--- config.mk ---
export PLATFORM = sky130hd
export DESIGN_NAME = ordered_dither_to_bitplanes_core
export DESIGN_NICKNAME = d
export VERILOG_FILES = /design/src/odtb_pkg.sv /design/src/odtb_front.sv /design/src/odtb_queue.sv /design/src/odtb_back.sv /design/src/ordered_dither_to_bitplanes_core.sv
export SDC_FILE = /design/constraint.sdc
export NUM_CORES = 2
export LEC_CHECK = 0
export BUFFER_PORTS_ARGS = -buffer_cell sky130_fd_sc_hd__buf_4
export CELL_PAD_IN_SITES_DETAIL_PLACEMENT = 0
export CELL_PAD_IN_SITES_GLOBAL_PLACEMENT = 1
export CORE_ASPECT_RATIO = 1.5
export CORE_MARGIN = 10
export CORE_UTILIZATION = 55
export CTS_BUF_LIST = sky130_fd_sc_hd__clkbuf_4 sky130_fd_sc_hd__clkbuf_8
export DETAILED_ROUTE_END_ITERATION = 12
export MAX_ROUTING_LAYER = met4
export PLACE_DENSITY = 0.8
export SYNTH_ARGS = -nofsm -noshare
export SYNTH_HDL_FRONTEND = slang
export SYNTH_SLANG_ARGS = --single-unit
--- constraint.sdc ---
create_clock -name clk -period 7.77 [get_ports clk]
set_clock_uncertainty 0.2 [all_clocks]
set_input_delay 1.554 -clock clk [delete_from_list [all_inputs] [get_ports clk]]
set_output_delay 1.554 -clock clk [all_outputs]
set_load 0.03 [all_outputs]
--- src/odtb_pkg.sv ---
package odtb_pkg;

  localparam int MATRIX_SIZE    = 16;
  localparam int MAX_ROW_GROUPS = 256;
  localparam int ALL_PLANES     = 8;
  localparam int QUEUE_DEPTH    = 4;

  localparam int PIX_W   = $clog2(MATRIX_SIZE);
  localparam int ADDR_W  = 2 * PIX_W;
  localparam int GRP_W   = 8;
  localparam int PLANE_W = 3;
  localparam int CNT_W   = 4;
  localparam int WORD_W  = 16;
  localparam int QA_W    = $clog2(QUEUE_DEPTH);

  localparam logic [WORD_W-1:0] FIRST_PIX_MASK = 16'h8000;

  typedef enum logic [1:0] {
    OP_PIXEL = 2'd0,
    OP_LOAD  = 2'd1,
    OP_SOF   = 2'd2,
    OP_NOP   = 2'd3
  } op_t;

  localparam logic [1:0] CFG_MODE   = 2'd0;
  localparam logic [1:0] CFG_PLANES = 2'd1;
  localparam logic [1:0] CFG_BASE   = 2'd2;

  localparam logic       MODE_RST   = 1'b0;
  localparam logic [3:0] PLANES_RST = 4'd4;
  localparam logic [7:0] BASE_RST   = 8'd32;

  typedef struct packed {
    logic       mode;
    logic [3:0] plane_count;
    logic [7:0] base;
  } cfg_t;

  typedef struct packed {
    logic [ALL_PLANES-1:0][WORD_W-1:0] words;
    logic [CNT_W-1:0]                  n;
    logic [GRP_W-1:0]                  column;
  } group_t;

  // Six-level quantization of one channel against a threshold.
  function automatic logic [2:0] chan_level(logic [7:0] c, logic [7:0] th);
    logic [10:0] v;
    v = 11'(c) * 11'd5;
    return v[10:8] + 3'(th < v[7:0]);
  endfunction

  function automatic logic [CNT_W-1:0] active_planes(cfg_t cfg);
    logic [CNT_W-1:0] n;
    if (cfg.mode) begin
      n = CNT_W'(ALL_PLANES);
    end else if (cfg.plane_count == 4'd0) begin
      n = CNT_W'(1);
    end else if (cfg.plane_count > CNT_W'(ALL_PLANES)) begin
      n = CNT_W'(ALL_PLANES);
    end else begin
      n = cfg.plane_count;
    end
    return n;
  endfunction

endpackage

--- src/odtb_front.sv ---
module odtb_front import odtb_pkg::*; (
  input  logic             clk,
  input  logic             rst_n,
  input  logic             in_valid,
  output logic             in_ready,
  input  logic [1:0]       in_opcode,
  input  logic [7:0]       in_red,
  input  logic [7:0]       in_green,
  input  logic [7:0]       in_blue,
  input  logic             in_row_end,
  input  logic [7:0]       in_matrix_slot,
  input  logic [7:0]       in_matrix_value,
  input  cfg_t             cfg,
  input  logic             q_full,
  output logic             push,
  output group_t           push_data
);

  logic [7:0]       mat_mem [MATRIX_SIZE*MATRIX_SIZE];

  logic [PIX_W-1:0] pix_r;
  logic [GRP_W-1:0] grp_r;
  logic [PIX_W-1:0] phase_r;

  logic             s2_valid_r;
  op_t              s2_op_r;
  logic [7:0]       s2_red_r, s2_green_r, s2_blue_r;
  logic [PIX_W-1:0] s2_pix_r;
  logic [GRP_W-1:0] s2_col_r;
  logic             s2_emit_r;
  logic [7:0]       th_r;

  logic [ALL_PLANES-1:0][WORD_W-1:0] acc_r;
  logic [ALL_PLANES-1:0][WORD_W-1:0] acc_or;

  op_t              in_op;
  logic             accept;
  logic             s2_adv;
  logic             emit_now;
  logic [ADDR_W-1:0] mat_addr;
  logic             gt_r, gt_g, gt_b;
  logic [2:0]       lvl_r, lvl_g, lvl_b;
  logic [7:0]       pal_idx;
  logic [7:0]       bits;
  logic [CNT_W-1:0] n_planes;
  logic [WORD_W-1:0] pix_mask;

  assign in_op    = op_t'(in_opcode);
  assign s2_adv   = !(s2_valid_r && (s2_op_r == OP_PIXEL) && s2_emit_r && q_full);
  assign in_ready = s2_adv;
  assign accept   = in_valid && in_ready;
  assign emit_now = (pix_r == PIX_W'(MATRIX_SIZE - 1)) || in_row_end;
  assign mat_addr = {phase_r, pix_r};

  // Position tracking happens at accept so the matrix read sees the right slot.
  always_ff @(posedge clk) begin
    if (!rst_n) begin
      pix_r   <= '0;
      grp_r   <= '0;
      phase_r <= '0;
    end else if (accept) begin
      unique case (in_op)
        OP_PIXEL: begin
          if (emit_now) begin
            pix_r <= '0;
            if (in_row_end) begin
              grp_r   <= '0;
              phase_r <= phase_r + PIX_W'(1);
            end else if (grp_r == GRP_W'(MAX_ROW_GROUPS - 1)) begin
              grp_r <= '0;
            end else begin
              grp_r <= grp_r + GRP_W'(1);
            end
          end else begin
            pix_r <= pix_r + PIX_W'(1);
          end
        end
        OP_SOF: begin
          pix_r   <= '0;
          grp_r   <= '0;
          phase_r <= '0;
        end
        OP_LOAD, OP_NOP: begin
        end
      endcase
    end
  end

  always_ff @(posedge clk) begin
    if (accept && (in_op == OP_LOAD)) begin
      mat_mem[in_matrix_slot] <= in_matrix_value;
    end
  end

  always_ff @(posedge clk) begin
    if (accept) begin
      th_r <= mat_mem[mat_addr];
    end
  end

  always_ff @(posedge clk) begin
    if (accept) begin
      s2_op_r    <= in_op;
      s2_red_r   <= in_red;
      s2_green_r <= in_green;
      s2_blue_r  <= in_blue;
      s2_pix_r   <= pix_r;
      s2_col_r   <= grp_r;
      s2_emit_r  <= emit_now;
    end
  end

  always_ff @(posedge clk) begin
    if (!rst_n) begin
      s2_valid_r <= 1'b0;
    end else if (in_ready) begin
      s2_valid_r <= in_valid;
    end
  end

  // Classification of the pixel into plane bits.
  always_comb begin
    gt_r     = th_r < s2_red_r;
    gt_g     = th_r < s2_green_r;
    gt_b     = th_r < s2_blue_r;
    lvl_r    = chan_level(s2_red_r, th_r);
    lvl_g    = chan_level(s2_green_r, th_r);
    lvl_b    = chan_level(s2_blue_r, th_r);
    pal_idx  = (8'(lvl_r) * 8'd6 + 8'(lvl_g)) * 8'd6 + 8'(lvl_b);
    n_planes = active_planes(cfg);
    pix_mask = FIRST_PIX_MASK >> s2_pix_r;
    if (cfg.mode) begin
      bits = pal_idx + cfg.base;
    end else if (!gt_r && !gt_g && !gt_b) begin
      bits = 8'hFF;
    end else if (gt_r && gt_g && gt_b) begin
      bits = 8'h00;
    end else begin
      bits = {5'b0, gt_b, gt_g, gt_r};
    end
    for (int k = 0; k < ALL_PLANES; k++) begin
      if (bits[k] && (CNT_W'(k) < n_planes)) begin
        acc_or[k] = acc_r[k] | pix_mask;
      end else begin
        acc_or[k] = acc_r[k];
      end
    end
  end

  assign push             = s2_valid_r && (s2_op_r == OP_PIXEL) && s2_emit_r && !q_full;
  assign push_data.words  = acc_or;
  assign push_data.n      = n_planes;
  assign push_data.column = s2_col_r;

  always_ff @(posedge clk) begin
    if (!rst_n) begin
      acc_r <= '0;
    end else if (s2_valid_r && s2_adv) begin
      unique case (s2_op_r)
        OP_PIXEL: acc_r <= s2_emit_r ? '0 : acc_or;
        OP_SOF:   acc_r <= '0;
        OP_LOAD, OP_NOP: begin
        end
      endcase
    end
  end

`ifndef SYNTH
  a_stall_holds: assert property (@(posedge clk) disable iff (!rst_n)
    s2_valid_r && !s2_adv |=> s2_valid_r && $stable(s2_col_r) && $stable(s2_pix_r))
    else $error("stage two lost its pixel while the queue was full");
`endif

endmodule

--- src/odtb_queue.sv ---
module odtb_queue import odtb_pkg::*; (
  input  logic   clk,
  input  logic   rst_n,
  input  logic   push,
  input  group_t push_data,
  output logic   full,
  output logic   q_valid,
  output group_t head,
  input  logic   pop
);

  group_t          entry_r [QUEUE_DEPTH];
  logic [QA_W-1:0] wr_ptr_r, rd_ptr_r;
  logic [QA_W:0]   count_r;

  assign full    = (count_r == (QA_W+1)'(QUEUE_DEPTH));
  assign q_valid = (count_r != '0);
  assign head    = entry_r[rd_ptr_r];

  always_ff @(posedge clk) begin
    if (push) begin
      entry_r[wr_ptr_r] <= push_data;
    end
  end

  always_ff @(posedge clk) begin
    if (!rst_n) begin
      wr_ptr_r <= '0;
      rd_ptr_r <= '0;
      count_r  <= '0;
    end else begin
      if (push) begin
        wr_ptr_r <= (wr_ptr_r == QA_W'(QUEUE_DEPTH - 1)) ? '0 : wr_ptr_r + QA_W'(1);
      end
      if (pop) begin
        rd_ptr_r <= (rd_ptr_r == QA_W'(QUEUE_DEPTH - 1)) ? '0 : rd_ptr_r + QA_W'(1);
      end
      if (push && !pop) begin
        count_r <= count_r + (QA_W+1)'(1);
      end else if (pop && !push) begin
        count_r <= count_r - (QA_W+1)'(1);
      end
    end
  end

`ifndef SYNTH
  a_count_bound: assert property (@(posedge clk) disable iff (!rst_n)
    count_r <= (QA_W+1)'(QUEUE_DEPTH))
    else $error("group queue count beyond its depth");
  a_count_push: assert property (@(posedge clk) disable iff (!rst_n)
    push && !pop |=> count_r == $past(count_r) + (QA_W+1)'(1))
    else $error("group queue count did not follow a push");
`endif

endmodule

--- src/odtb_back.sv ---
module odtb_back import odtb_pkg::*; (
  input  logic               clk,
  input  logic               rst_n,
  input  logic               q_valid,
  input  group_t             head,
  output logic               pop,
  output logic               out_valid,
  input  logic               out_ready,
  output logic [WORD_W-1:0]  out_plane_word,
  output logic [PLANE_W-1:0] out_plane_number,
  output logic [GRP_W-1:0]   out_word_column,
  output logic               out_last_plane
);

  logic [PLANE_W-1:0] plane_r;
  logic               out_valid_r;
  logic [WORD_W-1:0]  word_r;
  logic [PLANE_W-1:0] num_r;
  logic [GRP_W-1:0]   col_r;
  logic               last_r;
  logic               load;
  logic               is_last;

  assign is_last = (CNT_W'(plane_r) + CNT_W'(1)) == head.n;
  assign load    = q_valid && (!out_valid_r || out_ready);
  assign pop     = load && is_last;

  always_ff @(posedge clk) begin
    if (!rst_n) begin
      plane_r     <= '0;
      out_valid_r <= 1'b0;
    end else begin
      if (load) begin
        out_valid_r <= 1'b1;
        plane_r     <= is_last ? '0 : plane_r + PLANE_W'(1);
      end else if (out_ready) begin
        out_valid_r <= 1'b0;
      end
    end
  end

  always_ff @(posedge clk) begin
    if (load) begin
      word_r <= head.words[plane_r];
      num_r  <= plane_r;
      col_r  <= head.column;
      last_r <= is_last;
    end
  end

  assign out_valid        = out_valid_r;
  assign out_plane_word   = word_r;
  assign out_plane_number = num_r;
  assign out_word_column  = col_r;
  assign out_last_plane   = last_r;

`ifndef SYNTH
  a_plane_in_range: assert property (@(posedge clk) disable iff (!rst_n)
    q_valid |-> CNT_W'(plane_r) < head.n)
    else $error("plane counter ran past the group's plane count");
`endif

endmodule

--- src/ordered_dither_to_bitplanes_core.sv ---
// Ordered dither of an RGB pixel stream into 16-pixel bitplane words.
// Input channel (in_valid/in_ready): one request per cycle carries a pixel,
// a dither matrix load or a start of frame, selected by in_opcode. Pixels are
// compared with the loaded 16x16 threshold matrix and their plane bits are
// gathered MSB first; a full group of 16 pixels or a row end emits a group.
// Output channel (out_valid/out_ready): one plane word per request, planes in
// ascending order, out_last_plane on the final word of a group. A group gives
// the programmed plane count of words in three-bit mode (zero read as one,
// above eight as eight) and 8 in palette mode. Configuration channel
// (cfg_valid/cfg_ready): always ready; write the registers only while no
// pixel is in flight. Throughput: one input request per cycle while
// in_ready is high, limited by the single matrix read port and one-stage
// classification; the output side drains one word per cycle from a
// four-group queue while out_ready is high.
// When the receiver stalls, groups collect in the queue; once it is full and a
// further group closes, in_ready drops until a slot frees.
// Reset (rst_n, synchronous, active low) clears positions, plane accumulators,
// the queue and the output valid flag, and restores the register defaults. The
// matrix is not cleared: load every entry before sending pixels.
module ordered_dither_to_bitplanes_core import odtb_pkg::*; (
  input  logic         clk,
  input  logic         rst_n,
  input  logic         in_valid,
  output logic         in_ready,
  input  logic [1:0]   in_opcode,
  input  logic [7:0]   in_red,
  input  logic [7:0]   in_green,
  input  logic [7:0]   in_blue,
  input  logic         in_row_end,
  input  logic [7:0]   in_matrix_slot,
  input  logic [7:0]   in_matrix_value,
  output logic         out_valid,
  input  logic         out_ready,
  output logic [15:0]  out_plane_word,
  output logic [2:0]   out_plane_number,
  output logic [7:0]   out_word_column,
  output logic         out_last_plane,
  input  logic         cfg_valid,
  output logic         cfg_ready,
  input  logic [1:0]   cfg_index,
  input  logic [7:0]   cfg_data
);

  cfg_t   cfg_r;
  logic   q_full;
  logic   push;
  group_t push_data;
  logic   q_valid;
  group_t head;
  logic   pop;

  // The configuration port never stalls; an index past the list is dropped.
  assign cfg_ready = 1'b1;

  always_ff @(posedge clk) begin
    if (!rst_n) begin
      cfg_r.mode        <= MODE_RST;
      cfg_r.plane_count <= PLANES_RST;
      cfg_r.base        <= BASE_RST;
    end else if (cfg_valid && cfg_ready) begin
      if (cfg_index == CFG_MODE) begin
        cfg_r.mode <= cfg_data[0];
      end else if (cfg_index == CFG_PLANES) begin
        cfg_r.plane_count <= cfg_data[3:0];
      end else if (cfg_index == CFG_BASE) begin
        cfg_r.base <= cfg_data;
      end
    end
  end

  // Front end: position tracking, matrix, classification and accumulation.
  odtb_front u_front (
    .clk             (clk),
    .rst_n           (rst_n),
    .in_valid        (in_valid),
    .in_ready        (in_ready),
    .in_opcode       (in_opcode),
    .in_red          (in_red),
    .in_green        (in_green),
    .in_blue         (in_blue),
    .in_row_end      (in_row_end),
    .in_matrix_slot  (in_matrix_slot),
    .in_matrix_value (in_matrix_value),
    .cfg             (cfg_r),
    .q_full          (q_full),
    .push            (push),
    .push_data       (push_data)
  );

  // Completed groups wait here so each side can stall on its own.
  odtb_queue u_queue (
    .clk       (clk),
    .rst_n     (rst_n),
    .push      (push),
    .push_data (push_data),
    .full      (q_full),
    .q_valid   (q_valid),
    .head      (head),
    .pop       (pop)
  );

  // Back end: serializes a group into plane words behind an output register.
  odtb_back u_back (
    .clk              (clk),
    .rst_n            (rst_n),
    .q_valid          (q_valid),
    .head             (head),
    .pop              (pop),
    .out_valid        (out_valid),
    .out_ready        (out_ready),
    .out_plane_word   (out_plane_word),
    .out_plane_number (out_plane_number),
    .out_word_column  (out_word_column),
    .out_last_plane   (out_last_plane)
  );

endmodule

* After elaboration in Yosys (flattened, before gate mapping)
Memories as Yosys holds them, arrays and structs flattened. A register that Yosys moved wholly into a read port is not among the register bits.
Cells that the tools add are included.
Widths: inputs -> output; s select.
** Operators by class
- Bitwise gates (word level) :: 10
- Multipliers :: 5
- Reductions and logical operators :: 49
- Equal/unequal tests :: 13
- Shifts and indexed selects :: 1
- Multiplexer cells :: 40
- Add/subtract/negate cells :: 15
- Magnitude comparators :: 16
** Operators by type and width (count)
- $pmux 128 s2 :: 1
- $mux 16 :: 9
- $mux 128 :: 1
- $or 16x16->16 :: 8
- $bmux 16 s3 :: 1
- $lt 8x8->1 :: 6
- $mux 8 :: 5
- $mul 8x3->11 const B :: 3
- $mux 4 :: 6
- $logic_and 1x1->1 :: 23
- $lt 3x4->1 const A :: 4
- $pmux 4 s2 :: 2
- $pmux 8 s2 :: 1
- $shr 16x4->16 const A :: 1
- $mux 3 :: 4
- $eq 2x2->1 const B :: 5
- $add 3x1->3 :: 3
- $add 4x1->4 const B :: 2
- $add 8x1->8 const B :: 1
- $add 8x3->8 :: 1
- $add 8x8->8 :: 1
- $eq 8x8->1 const B :: 1
- $logic_not 1->1 :: 8
- $lt 1x4->1 const A :: 2
- other kinds (27) :: 50
** Word-level totals
- Memories :: 2
- Memory bits (writable) :: 2608
- Input port bits :: 58
- Register bits :: 236
- Word-level logic and storage cells :: 182
** Memories
- u_front.mat_mem :: words 256, bits a word 8, read ports 1, clocked after Yosys merged registers in 1, wr ports 1, RTL line odtb_front.sv:19 : logic [7:0] mat_mem [MATRIX_SIZE*MATRIX_SIZE];
- u_queue.entry_r :: words 4, bits a word 140, read ports 1, clocked after Yosys merged registers in 1, wr ports 1, RTL line odtb_queue.sv:12 : group_t entry_r [QUEUE_DEPTH];

* Longest topological paths before layout
- Word-level depth :: 13
- Depth in mapped cells :: 30
- Mapped depth without buffers :: 29

* Cells and area by module
Synthesis repeated with hierarchy kept, for this count alone.
** Unflattened totals
- Cells, all modules :: 5673
- Area, all modules :: 112386.5 um^2
** Modules (own cells, without submodules)
- odtb_front :: times used 1, cells an instance 4722, area an instance 88966.6 um^2, seq. area each 65813.1 um^2
- odtb_queue :: times used 1, cells an instance 776, area an instance 20654.8 um^2, seq. area each 16996.3 um^2
- odtb_back :: times used 1, cells an instance 117, area an instance 2205.9 um^2, seq. area each 920.9 um^2
- ordered_dither_to_bitplanes_core :: times used 1, cells an instance 58, area an instance 559.3 um^2, seq. area each 260.2 um^2

* Worst setup path before layout
Ideal clock, no wire load.
- Kind :: reg-to-reg
- Start point :: register u_front.s2_red_r[3]
- End point :: memory u_queue.entry_r[0][124] (netlist bit) (data pin)
- Required time :: 7280 ps
- Path buffers :: 1
- Data arrival time :: 6044 ps
- Slack :: 1236 ps
- Stages on the path, launching flop included :: 30
- Path through :: edfxtp_1 -> ha_1 -> ha_1 -> inv_1 -> fa_1 -> nor2b_1 -> o21ai_0 -> nand2b_1 -> xnor2_1 -> ha_1 -> nand2_1 -> o21a_1 -> ha_1 -> ha_1 -> ha_1 -> inv_1 -> fa_1 -> or2_2 -> xor2_1 -> ha_1 -> a21oi_1 -> xnor2_1 -> ha_1 -> ha_1 -> a21oi_1 -> o21ai_0 -> xnor2_1 -> xnor2_1 -> clkbuf_1 -> o21ai_0
** RTL lines
- start, declared :: RTL line odtb_front.sv:27 : logic [7:0] s2_red_r, s2_green_r, s2_blue_r;
- start signal, assigned :: RTL line odtb_front.sv:104 : s2_red_r <= in_red;
- end, declared :: RTL line odtb_queue.sv:12

==> results.json <==
{
  "status": "finished, violations left",
  "violations": "slew limit",
  "worstSetupEndpointType": "flip-flop",
  "cts-hold-fix-buffers": 0,
  "core_mm2": 0.204,
  "cts_buffers": 403,
  "cts_setup_buffers": 0,
  "seq_area_frac_synth": 0.744,
  "switchingPower_w": 0.00786,
  "pwr-share-seq": 0.521,
  "slowest_stage": "fa_1",
  "cts_tree": "built",
  "worstSetupPathType": "flip-flop to flip-flop",
  "grt_use_total": 0.241,
  "r2r_slack_ps": 760,
  "initial_core_util": 0.553,
  "antenna_found_initial": 7,
  "syn_nets": 5835,
  "power_w": 0.0324,
  "rows": 203,
  "synthArstFlopShare": 0,
  "max_freq_mhz": 143,
  "p_int_w": 0.0245,
  "port-buffer-count": 87,
  "wl_per_cell_um": 29.6,
  "cts_sinks": 2854,
  "worstMarginPinSlew_ps": 1550,
  "slew_viol_final": 59,
  "synth_edf_count": 2683,
  "rsz0062_at_grt": "no",
  "clk_path_buf_depth": 4,
  "min_from": "u_front.acc_r[60]",
  "peakVddDrop_v": 0.00121,
  "syn-cell-area_mm2": 0.113,
  "path_clk_slew_ps": 60,
  "fp.dieW_um": 390,
  "startpoint_type": "flip-flop",
  "cts.repair.resized": 0,
  "vias_per_cell": 6.34,
  "slowest_delay_ps": 460,
  "p_leak_nw": 40.0,
  "setup_violations": 0,
  "reg2regPathDepth": 30,
  "drtAntennaViolNets": 0,
  "h-tree-depth": 5,
  "grt_pass1_wl_um": 391000,
  "finalCritPeriodShare": 0.902,
  "drv_cap": 0,
  "synth_top_area_share": 0.714,
  "syn_inst": 5655,
  "finalWeightedCongestion": 0.867,
  "die_h_um": 575,
  "synth_cell_type_count": 72,
  "dp_hpwl_um": 159000,
  "area_growth_pct": 10.6,
  "min_to": "u_front.acc_r[60]",
  "synth.most_common_cell": "edfxtp_1",
  "finalWirelength_um": 264000,
  "dieArea_mm2": 0.224,
  "drc": 0,
  "grt_max_degree": 221,
  "required_ps": 8300,
  "worst_hold_path_type": "flip-flop to flip-flop",
  "fin_area_mm2": 0.125,
  "avgSynthCellArea_um2": 20.0,
  "num_vias": 56494,
  "min_path_cells": 2,
  "slew_headroom": -0.0324,
  "worst_r2r_endpoint": "u_queue.entry_r[1][130]",
  "fin_crit_ps": 7010,
  "synth_common_cells": "2683 x edfxtp_1, 684 x mux4_2, 341 x nor2_1, 235 x clkbuf_1, 171 x dfxtp_1",
  "ys_ff_latch": 2854,
  "gr-total-overflow": 0,
  "fill_cells": 14125,
  "synth_ff_type": "edfxtp_1",
  "power.density_mw_per_mm2": 260,
  "crit_path_frequent_cell": "ha_1",
  "yosys-top-cells-area": "edfxtp_1 71%, mux4_2 14%, dfxtp_1 3.0%, ha_1 1.2%, nor2_1 1.1%",
  "synth_warnings": 0,
  "p_sw_frac": 0.243,
  "final_nets": 6090,
  "cp.arrival_ps": 7530,
  "insertion_delay_ps": 1010,
  "detail_route.iter0.violations": 5912,
  "r2r_start": "u_front.s2_red_r[3]",
  "finalHoldViolCount": 0,
  "synth.largest_area_cell": "edfxtp_1",
  "pwr-share-comb": 0.113,
  "place_area_mm2": 0.117,
  "setup_tns_ps": 0,
  "drt_pass1_iterations": 6,
  "worst-path-max-fanout": 32,
  "drive_gt1_frac": 0.261,
  "first_global_vias": 58877,
  "clockPowerShare": 0.367,
  "io_pins": 89,
  "cts_root_buf": "clkbuf_8"
}
## critical path: cells and delay by family, from the launching register on
family / cells / cell delay [ps]
adders and majority gates: 11 / 3200
xor gates and xnor gates: 7 / 1240
AOI/OAI and AO/OA: 6 / 1080
DFF: 1 / 420
buffers and inverters: 3 / 310
and+or+nand+nor: 3 / 280
## power by group through the flow
stage	clock (W)	combinational, W	sequential, W
finish	0.0119	0.00365	0.0169
global route	0.0128	0.00396	0.0169
CTS	0.0121	0.00367	0.0169
detailed placement	0	0.00367	0.0172
global placement	0	0.00369	0.0172
floorplan	0	0.00224	0.0172
## cells in the final DEF, fill, tap and decap left out, types with 106 or more instances in the layout
cell | netlist | routed
edfxtp_1 | 2683 | 2683
mux4_2 | 684 | 684
clkbuf_8 | 0 | 443
nor2_1 | 341 | 340
buf_4 | 16 | 177
dfxtp_1 | 171 | 163
a21oi_1 | 141 | 140
clkbuf_4 | 0 | 133
nand2_1 | 128 | 125
a21o_1 | 120 | 120
ha_1 | 112 | 112
a22oi_1 | 106 | 106
## per-stage QoR
| step | hold WS, ps | setup WS [ps] | cells | utilization |
|---|---|---|---|---|
| after floorplan | 203 | 1240 | 5655 | - |
| after global placement | 239 | 753 | 8170 | 0.572 |
| after detailed placement | 245 | 773 | 8170 | 0.572 |
| after CTS | 253 | 717 | 8896 | 0.612 |
| after global routing | 279 | 169 | 8903 | 0.612 |
| final | 250 | 764 | 8906 | 0.612 |
## flip-flops by register name (all words and copies together) (netlist names), 4 cells and up, named ones only
name,cells
cfg_r,13
u_back.out_plane_word,16
u_back.out_word_column,8
u_front.acc_r,128
u_front.grp_r,8
u_front.mat_mem,2048
u_front.phase_r,4
u_front.pix_r,4
u_front.s2_blue_r,8
u_front.s2_col_r,8
u_front.s2_green_r,8
u_front.s2_pix_r,4
u_front.s2_red_r,8
u_front.th_r,8
u_queue.entry_r,560
## layer usage
| layer | track usage | up-vias | share of wire |
|---|---|---|---|
| met5 | - | - | 0 |
| met4 | 0.0930 | 0 | 0.040 |
| met3 | 0.0379 | 533 | 0.066 |
| met2 | 0.416 | 2367 | 0.54 |
| met1 | 0.285 | 29640 | 0.36 |
| li1 | - | 23954 | - |
## how the worst max path moves through the flow
stage,start,endpoint,depth (start not counted)
6_report,u_front.s2_red_r[3],u_queue.entry_r[1][130],30
5_1_grt,u_front.s2_red_r[3],u_queue.entry_r[3][130],30
4_1_cts,u_front.s2_red_r[3],u_queue.entry_r[3][130],30
3_5_place_dp,u_front.s2_red_r[3],u_queue.entry_r[3][130],30
3_3_place_gp,u_front.s2_red_r[3],u_queue.entry_r[0][130],29
2_1_floorplan,u_front.s2_red_r[3],u_queue.entry_r[0][124],29
## cell type report
type,count,area (µm²),area share
well taps,2665,3330,0.0267
clock buffers,568,6990,0.0560
inverters,70,263,0.00211
clock inverters,158,1190,0.00952
multi-input cells,2374,27100,0.217
repair buffers,207,1880,0.0151
flip-flops and latches,2854,84000,0.673
diodes,10,25.0,0.000201
## cells by family after synthesis
| family | share of synthesized area |
|---|---|
| other cells | 0.0000332 |
| compound gates | 0.0524 |
| xor+xnor | 0.00411 |
| fa+ha+maj | 0.0144 |
| mux | 0.141 |
| simple gates | 0.0268 |
| flops | 0.744 |
| buf+inv | 0.0172 |
Power figures use the tool's default switching activity.
